==> src/psar_pkg.sv <==
// shared constants and types for the parabolic stop-and-reverse block
package psar_pkg;

  localparam int PRICE_BITS_DEF   = 32;
  localparam int AF_FRAC_BITS_DEF = 16;

  localparam int CFG_IDX_W = 2;

  localparam logic [CFG_IDX_W-1:0] CFG_AF_STEP       = 2'd0;
  localparam logic [CFG_IDX_W-1:0] CFG_AF_MAX        = 2'd1;
  localparam logic [CFG_IDX_W-1:0] CFG_INTRADAY_MODE = 2'd2;

  localparam int AF_STEP_RESET = 1311;
  localparam int AF_MAX_RESET  = 13107;

  typedef struct packed {
    logic day_changed;
    logic series_start;
  } bar_flags_t;

  typedef struct packed {
    logic series_active;
    logic trend_short;
  } trend_flags_t;

endpackage

==> src/psar_advance.sv <==
// moves the level toward the extreme point by the factor, floor and saturation
module psar_advance #(
  parameter int PRICE_BITS   = psar_pkg::PRICE_BITS_DEF,
  parameter int AF_FRAC_BITS = psar_pkg::AF_FRAC_BITS_DEF
) (
  input  logic [PRICE_BITS-1:0]   cur,
  input  logic [PRICE_BITS-1:0]   ep,
  input  logic [AF_FRAC_BITS:0]   af,
  output logic [PRICE_BITS-1:0]   lvl
);

  localparam int AF_W   = AF_FRAC_BITS + 1;
  localparam int PROD_W = PRICE_BITS + AF_W;
  localparam int Q_W    = PROD_W - AF_FRAC_BITS;
  localparam int SUM_W  = PRICE_BITS + 2;

  logic                  neg;
  logic [PRICE_BITS-1:0] mag;
  logic [PROD_W-1:0]     prod;
  logic [Q_W-1:0]        q;
  logic                  rem;
  logic [SUM_W-1:0]      up_sum;
  logic [SUM_W-1:0]      down_q;

  always_comb begin
    neg    = ep < cur;
    mag    = neg ? (cur - ep) : (ep - cur);
    prod   = PROD_W'(mag) * PROD_W'(af);
    q      = prod[PROD_W-1:AF_FRAC_BITS];
    rem    = |prod[AF_FRAC_BITS-1:0];
    up_sum = SUM_W'(cur) + SUM_W'(q);
    down_q = SUM_W'(q) + SUM_W'(rem);
    if (!neg) begin
      lvl = (|up_sum[SUM_W-1:PRICE_BITS]) ? {PRICE_BITS{1'b1}} : up_sum[PRICE_BITS-1:0];
    end else begin
      lvl = (down_q > SUM_W'(cur)) ? '0 : (cur - down_q[PRICE_BITS-1:0]);
    end
  end

endmodule

==> src/psar_step.sv <==
// next-state logic for one bar: restart, extreme tracking, clamps and reversal
module psar_step #(
  parameter int PRICE_BITS   = psar_pkg::PRICE_BITS_DEF,
  parameter int AF_FRAC_BITS = psar_pkg::AF_FRAC_BITS_DEF
) (
  input  logic [AF_FRAC_BITS-1:0] af_step,
  input  logic [AF_FRAC_BITS-1:0] af_max,
  input  logic                    intraday_mode,
  input  psar_pkg::bar_flags_t    flags,
  input  logic [PRICE_BITS-1:0]   bar_high,
  input  logic [PRICE_BITS-1:0]   bar_low,
  input  psar_pkg::trend_flags_t  st,
  input  logic [AF_FRAC_BITS:0]   accel_factor,
  input  logic [PRICE_BITS-1:0]   stop_level,
  input  logic [PRICE_BITS-1:0]   extreme_point,
  input  logic [PRICE_BITS-1:0]   prior_low,
  input  logic [PRICE_BITS-1:0]   prior_high,
  output logic                    trend_short_next,
  output logic [AF_FRAC_BITS:0]   accel_factor_next,
  output logic [PRICE_BITS-1:0]   stop_level_next,
  output logic [PRICE_BITS-1:0]   extreme_point_next
);

  localparam int AF_W = AF_FRAC_BITS + 1;

  logic                  restart;
  logic [AF_W-1:0]       af_grown;
  logic [PRICE_BITS-1:0] adv;
  logic                  new_hi;
  logic                  new_lo;
  logic [PRICE_BITS-1:0] ep_l;
  logic [PRICE_BITS-1:0] ep_s;
  logic [AF_W-1:0]       af_l;
  logic [AF_W-1:0]       af_s;
  logic [PRICE_BITS-1:0] lo_min;
  logic [PRICE_BITS-1:0] hi_max;
  logic [PRICE_BITS-1:0] clamp_l;
  logic [PRICE_BITS-1:0] clamp_s;
  logic [PRICE_BITS-1:0] lvl_l;
  logic [PRICE_BITS-1:0] lvl_s;
  logic                  rev_l;
  logic                  rev_s;

  psar_advance #(
    .PRICE_BITS  (PRICE_BITS),
    .AF_FRAC_BITS(AF_FRAC_BITS)
  ) u_advance (
    .cur(stop_level),
    .ep (extreme_point),
    .af (accel_factor),
    .lvl(adv)
  );

  always_comb begin
    restart  = flags.series_start || !st.series_active || (intraday_mode && flags.day_changed);
    af_grown = (accel_factor < {1'b0, af_max}) ? (accel_factor + AF_W'(af_step)) : accel_factor;

    // long side
    new_hi  = bar_high > extreme_point;
    ep_l    = new_hi ? bar_high : extreme_point;
    af_l    = new_hi ? af_grown : accel_factor;
    lo_min  = (bar_low < prior_low) ? bar_low : prior_low;
    clamp_l = (lo_min < adv) ? lo_min : adv;
    lvl_l   = (stop_level > clamp_l) ? stop_level : clamp_l;
    rev_l   = bar_low < lvl_l;

    // short side
    new_lo  = bar_low < extreme_point;
    ep_s    = new_lo ? bar_low : extreme_point;
    af_s    = new_lo ? af_grown : accel_factor;
    hi_max  = (bar_high > prior_high) ? bar_high : prior_high;
    clamp_s = (hi_max > adv) ? hi_max : adv;
    lvl_s   = (stop_level < clamp_s) ? stop_level : clamp_s;
    rev_s   = bar_high > lvl_s;

    if (restart) begin
      trend_short_next   = 1'b0;
      accel_factor_next  = AF_W'(af_step);
      stop_level_next    = bar_low;
      extreme_point_next = bar_high;
    end else if (!st.trend_short) begin
      if (rev_l) begin
        trend_short_next   = 1'b1;
        accel_factor_next  = AF_W'(af_step);
        stop_level_next    = ep_l;
        extreme_point_next = bar_low;
      end else begin
        trend_short_next   = 1'b0;
        accel_factor_next  = af_l;
        stop_level_next    = lvl_l;
        extreme_point_next = ep_l;
      end
    end else begin
      if (rev_s) begin
        trend_short_next   = 1'b0;
        accel_factor_next  = AF_W'(af_step);
        stop_level_next    = ep_s;
        extreme_point_next = bar_high;
      end else begin
        trend_short_next   = 1'b1;
        accel_factor_next  = af_s;
        stop_level_next    = lvl_s;
        extreme_point_next = ep_s;
      end
    end
  end

endmodule

==> src/parabolic_stop_and_reverse.sv <==
// top level of the parabolic stop-and-reverse block
//
// channel  dir  handshake          payload
// s_*      in   s_tvalid/s_tready  tdata: bar_high, bar_low; tuser: series_start, day_changed
// m_*      out  m_tvalid/m_tready  tdata: sar_level
// cfg_*    in   cfg_we             cfg_index, cfg_data
//
// one bar per cycle sustained while m_tready holds; a bar passes the input register, then the result register
// the input register feeds the step logic, whose one multiplier and compares set the cycle
// state and the result register update together, so the next bar sees the new state at once
// rst clears config to defaults, the trend state and both valid flags
// a stalled result holds while one more bar waits in the input register
module parabolic_stop_and_reverse #(
  parameter int PRICE_BITS   = psar_pkg::PRICE_BITS_DEF,
  parameter int AF_FRAC_BITS = psar_pkg::AF_FRAC_BITS_DEF
) (
  input  logic                              clk,
  input  logic                              rst,
  input  logic                              cfg_we,
  input  logic [psar_pkg::CFG_IDX_W-1:0]    cfg_index,
  input  logic [AF_FRAC_BITS-1:0]           cfg_data,
  input  logic                              s_tvalid,
  output logic                              s_tready,
  // bar_high, bar_low, zero pad
  input  logic [((2*PRICE_BITS+7)/8)*8-1:0] s_tdata,
  // series_start, day_changed
  input  logic [1:0]                        s_tuser,
  output logic                              m_tvalid,
  input  logic                              m_tready,
  // sar_level, zero pad
  output logic [((PRICE_BITS+7)/8)*8-1:0]   m_tdata
);

  localparam int M_W  = ((PRICE_BITS + 7) / 8) * 8;
  localparam int AF_W = AF_FRAC_BITS + 1;

  logic [AF_FRAC_BITS-1:0] af_step;
  logic [AF_FRAC_BITS-1:0] af_max;
  logic                    intraday_mode;

  logic                    in_valid;
  logic [PRICE_BITS-1:0]   in_high;
  logic [PRICE_BITS-1:0]   in_low;
  psar_pkg::bar_flags_t    in_flags;

  psar_pkg::trend_flags_t  st;
  logic [AF_W-1:0]         accel_factor;
  logic [PRICE_BITS-1:0]   stop_level;
  logic [PRICE_BITS-1:0]   extreme_point;
  logic [PRICE_BITS-1:0]   prior_low;
  logic [PRICE_BITS-1:0]   prior_high;

  logic                    trend_short_next;
  logic [AF_W-1:0]         accel_factor_next;
  logic [PRICE_BITS-1:0]   stop_level_next;
  logic [PRICE_BITS-1:0]   extreme_point_next;

  logic [PRICE_BITS-1:0]   out_level;
  logic                    advance;

  assign advance  = in_valid && (!m_tvalid || m_tready);
  assign s_tready = !rst && (!in_valid || advance);
  assign m_tdata  = M_W'(out_level);

  always_ff @(posedge clk) begin
    if (rst) begin
      af_step       <= AF_FRAC_BITS'(psar_pkg::AF_STEP_RESET);
      af_max        <= AF_FRAC_BITS'(psar_pkg::AF_MAX_RESET);
      intraday_mode <= 1'b0;
    end else if (cfg_we) begin
      case (cfg_index)
        psar_pkg::CFG_AF_STEP:       af_step       <= cfg_data;
        psar_pkg::CFG_AF_MAX:        af_max        <= cfg_data;
        psar_pkg::CFG_INTRADAY_MODE: intraday_mode <= cfg_data[0];
        default: ;
      endcase
    end
  end

  // input register
  always_ff @(posedge clk) begin
    if (rst) begin
      in_valid <= 1'b0;
    end else if (s_tvalid && s_tready) begin
      in_valid <= 1'b1;
    end else if (advance) begin
      in_valid <= 1'b0;
    end
  end

  always_ff @(posedge clk) begin
    if (s_tvalid && s_tready) begin
      in_high  <= s_tdata[PRICE_BITS-1:0];
      in_low   <= s_tdata[2*PRICE_BITS-1:PRICE_BITS];
      in_flags <= psar_pkg::bar_flags_t'(s_tuser);
    end
  end

  psar_step #(
    .PRICE_BITS  (PRICE_BITS),
    .AF_FRAC_BITS(AF_FRAC_BITS)
  ) u_step (
    .af_step           (af_step),
    .af_max            (af_max),
    .intraday_mode     (intraday_mode),
    .flags             (in_flags),
    .bar_high          (in_high),
    .bar_low           (in_low),
    .st                (st),
    .accel_factor      (accel_factor),
    .stop_level        (stop_level),
    .extreme_point     (extreme_point),
    .prior_low         (prior_low),
    .prior_high        (prior_high),
    .trend_short_next  (trend_short_next),
    .accel_factor_next (accel_factor_next),
    .stop_level_next   (stop_level_next),
    .extreme_point_next(extreme_point_next)
  );

  // trend state
  always_ff @(posedge clk) begin
    if (rst) begin
      st            <= '0;
      accel_factor  <= '0;
      stop_level    <= '0;
      extreme_point <= '0;
      prior_low     <= '0;
      prior_high    <= '0;
    end else if (advance) begin
      st.trend_short   <= trend_short_next;
      st.series_active <= 1'b1;
      accel_factor     <= accel_factor_next;
      stop_level       <= stop_level_next;
      extreme_point    <= extreme_point_next;
      prior_low        <= in_low;
      prior_high       <= in_high;
    end
  end

  // result register
  always_ff @(posedge clk) begin
    if (rst) begin
      m_tvalid <= 1'b0;
    end else if (advance) begin
      m_tvalid <= 1'b1;
    end else if (m_tready) begin
      m_tvalid <= 1'b0;
    end
  end

  always_ff @(posedge clk) begin
    if (advance) begin
      out_level <= stop_level_next;
    end
  end

endmodule

==> config.mk <==
export PLATFORM = sky130hd
export DESIGN_NAME = parabolic_stop_and_reverse
export DESIGN_NICKNAME = d
export VERILOG_FILES = /design/src/psar_pkg.sv /design/src/psar_advance.sv /design/src/psar_step.sv /design/src/parabolic_stop_and_reverse.sv
export SDC_FILE = /design/constraint.sdc
export NUM_CORES = 2
export LEC_CHECK = 0
export BUFFER_PORTS_ARGS = -buffer_cell sky130_fd_sc_hd__buf_2
export CORE_ASPECT_RATIO = 1.5
export CORE_MARGIN = 2
export CORE_UTILIZATION = 60
export CTS_BUF_LIST = sky130_fd_sc_hd__clkbuf_8
export DETAILED_ROUTE_END_ITERATION = 8
export PLACE_DENSITY = 0.8
export SLEW_MARGIN = 20
export SYNTH_ARGS = -nofsm -noshare
export SYNTH_HDL_FRONTEND = slang
export SYNTH_SLANG_ARGS = --single-unit
export TNS_END_PERCENT = 10
==> constraint.sdc <==
create_clock -name clk -period 20.8 [get_ports clk]
set_input_delay 1.04 -clock clk [delete_from_list [all_inputs] [get_ports clk]]
set_output_delay 1.04 -clock clk [all_outputs]
set_load 0.03 [all_outputs]
==> impl_metrics.json <==
{
  "outcome": "complete, but fails checks",
  "failed_checks": "design-rule violations, negative setup slack",
  "drive_above_1_share_pct": 27.8,
  "multi_input_area_um2": 41300,
  "crit_fanout": 11,
  "regArea_um2": 6600,
  "synth_seq_area_share_pct": 13.3,
  "maxCapViolations": 0,
  "place.port_buffers": 122,
  "dpl.hpwl_um": 168000,
  "drt_first_pass_iters": 9,
  "critPathLaunchType": "flop",
  "finalSetupViolCount": 114,
  "finalCritPeriodShare_pct": 111,
  "post_synth.cell_area_avg_um2": 8.04,
  "critPathBufInv": 24,
  "fin_crit_ps": 23070,
  "reg2reg_slack_ps": -2270,
  "final_cell_mix": "buf_4, inv_1, nand2_1",
  "fp.dieW_um": 239,
  "clockBufferDepth": 3,
  "critPathLaunch": "stop_level[0]",
  "cts.sinks": 280,
  "numCtsBuffers": 43,
  "grt_usage_pct": 48.9,
  "arrival_ps": 23620,
  "synth.area.top_cells": "fa_1, ha_1, dfxtp_1, inv_1, edfxtp_1",
  "final_area_um2": 64800,
  "synth_ff_type": "dfxtp_1",
  "min_path_type": "reg2reg",
  "drc": 8,
  "finalMaxSlewViolations": 0,
  "wire_per_inst_um": 26.2,
  "core.rowCount": 129,
  "dieHeight_um": 356,
  "crit_required_ps": 21350,
  "die_area_um2": 85100,
  "layout_commonest_cell": "buf_4",
  "critPathSlowestCell": "fa_2",
  "cts_tree": "yes",
  "yosysUniqueCellTypes": 107,
  "overflow": 0,
  "grt_pass1_vias": 54387,
  "finalHoldViolCount": 0,
  "placedInstanceArea_um2": 60100,
  "path_delay_family": "compound AO/OA/AOI/OAI gates",
  "synthToLayoutAreaGrowth_pct": 30.5,
  "core_area_um2": 82200,
  "num_vias": 54101,
  "netlist.area_leader.share_pct": 18.3,
  "yosys_warnings": 0,
  "rsz0062_at_grt": "yes",
  "num_io_pins": 123,
  "crit_cells": 111,
  "synth.cell_area_um2": 49700,
  "fill_cells": 5611,
  "crit_end": "accel_factor[2]",
  "start_util_pct": 60.4,
  "ant_nets": 0,
  "antenna_found_initial": 13,
  "reg2reg_to": "accel_factor[2]",
  "async_flop_share_pct": 0,
  "first_iter_violations": 6003,
  "synth_seq_cells": 280,
  "max_slew.worst_pin.slew_ps": 1120,
  "synth_cells": 6174,
  "gp_congestion": 1.10,
  "r2r_cells": 111,
  "path_class": "reg2reg",
  "yosysTopAreaCell": "fa_1",
  "grt_max_degree": 88,
  "cts_root_buffer": "clkbuf_8",
  "routed_via_density": 6.41,
  "h-tree-depth": 2,
  "totalWireLength_um": 222000,
  "fin_nets": 8523,
  "slowest_delay_ps": 830,
  "fmax_mhz": 43.3,
  "maxSlewHeadroom_pct": 24.3,
  "fin_skew_ps": 64.9,
  "synth_nets": 7343,
  "insertion_delay_ps": 680,
  "grt_pass1_wl_um": 312000,
  "setup_slack_ps": -2270,
  "crit_path_end_kind": "flop",
  "crit_top_cell": "a21o_1",
  "r2r_start": "stop_level[0]",
  "cts.clk_slew.worst_paths_ps": 70,
  "synth_edf_count": 98
}
[worst reg2reg max path: cells and delay by family, from the launching register on]
family	cells	cell delay (ps)
compound gates	44	8680
xor+xnor	3	480
fa+ha+maj	13	5170
buf+inv	24	3110
flops	1	330
mux	3	820
simple gates	24	4400
[routing by layer]
layer  up-vias  track usage, %  wire length (um)
li1      23315               -                 -
met1     25665            50.7             71600
met2      3711            80.4             99000
met3      1396            11.2             23500
met4        14            48.6             27300
met5         -               0               216
[through the flow]
step | util, % | hold slack, ps | instances | TNS [ps] | setup WS [ps]
2_1_floorplan | - | 436 | 6174 | -20.2 | -14.7
3_3_place_gp | 73.1 | 443 | 8224 | -203270 | -1940
3_5_place_dp | 73.1 | 452 | 8224 | -243120 | -2290
4_1_cts | 76.4 | 461 | 8359 | -87320 | -921
5_1_grt | 78.9 | 479 | 8440 | -298700 | -2810
6_report | 78.9 | 463 | 8445 | -239840 | -2270
[area by class of cell]
cell class / instances / area share [%]
Tap cell: 1048 / 2.02
Sequential cell: 280 / 10.2
Clock inverter: 29 / 0.457
Inverter: 898 / 5.22
Antenna cell: 8 / 0.0309
Clock buffer: 51 / 1.08
Timing Repair Buffer: 1431 / 17.3
Multi-Input combinational cell: 4700 / 63.7
[cell usage after synthesis (78+ instances only)]
cell / instances
dfxtp_1: 182
nand2b_1: 78
xnor2_1: 98
nor2_1: 320
a21o_1: 171
nand4_1: 84
edfxtp_1: 98
clkbuf_1: 249
a21oi_1: 430
inv_1: 896
and2_1: 181
o21ai_0: 301
nor3_1: 102
ha_1: 626
fa_1: 454
mux2i_1: 158
nand2_1: 774
[sequential cells by signal, indices dropped and copies added (netlist names), 16 cells and up]
register       flops
prior_low         32
stop_level        32
extreme_point     32
m_tdata           32
in_high           32
accel_factor      17
in_low            32
af_max            16
af_step           16
prior_high        32
[cells by family after synthesis]
| family | Yosys count | share of synthesized area (%) |
|---|---|---|
| and+or+nand+nor | 1821 | 17.6 |
| AOI/OAI and AO/OA | 1441 | 18.9 |
| buffers and inverters | 1194 | 9.17 |
| adders and majority gates | 1080 | 34.1 |
| DFF | 280 | 13.3 |
| muxes | 201 | 4.24 |
| xor gates and xnor gates | 157 | 2.78 |
[worst min-delay path by stage]
stage | from | endpoint | slack, ps | cells past startpoint
after floorplan | af_max[10] | af_max[10] | 440 | 2
final | af_max[14] | af_max[14] | 460 | 2
after CTS | af_max[14] | af_max[14] | 460 | 2
after global placement | af_max[14] | af_max[14] | 440 | 2
after detailed placement | af_max[14] | af_max[14] | 450 | 2
after global routing | af_max[14] | af_max[14] | 480 | 2
[repair_timing]
action | CTS | global route
cloned | 0 | 3
gates resized for setup | 287 | 315
setup endpoints to repair | 114 | 114
pin swaps | 180 | 223
setup buffers | 58 | 77
hold buffers | 0 | 0
Power is left out: the tool's default activity adds up to more than one toggle a clock period on the data nets, which glitch-free logic cannot reach.
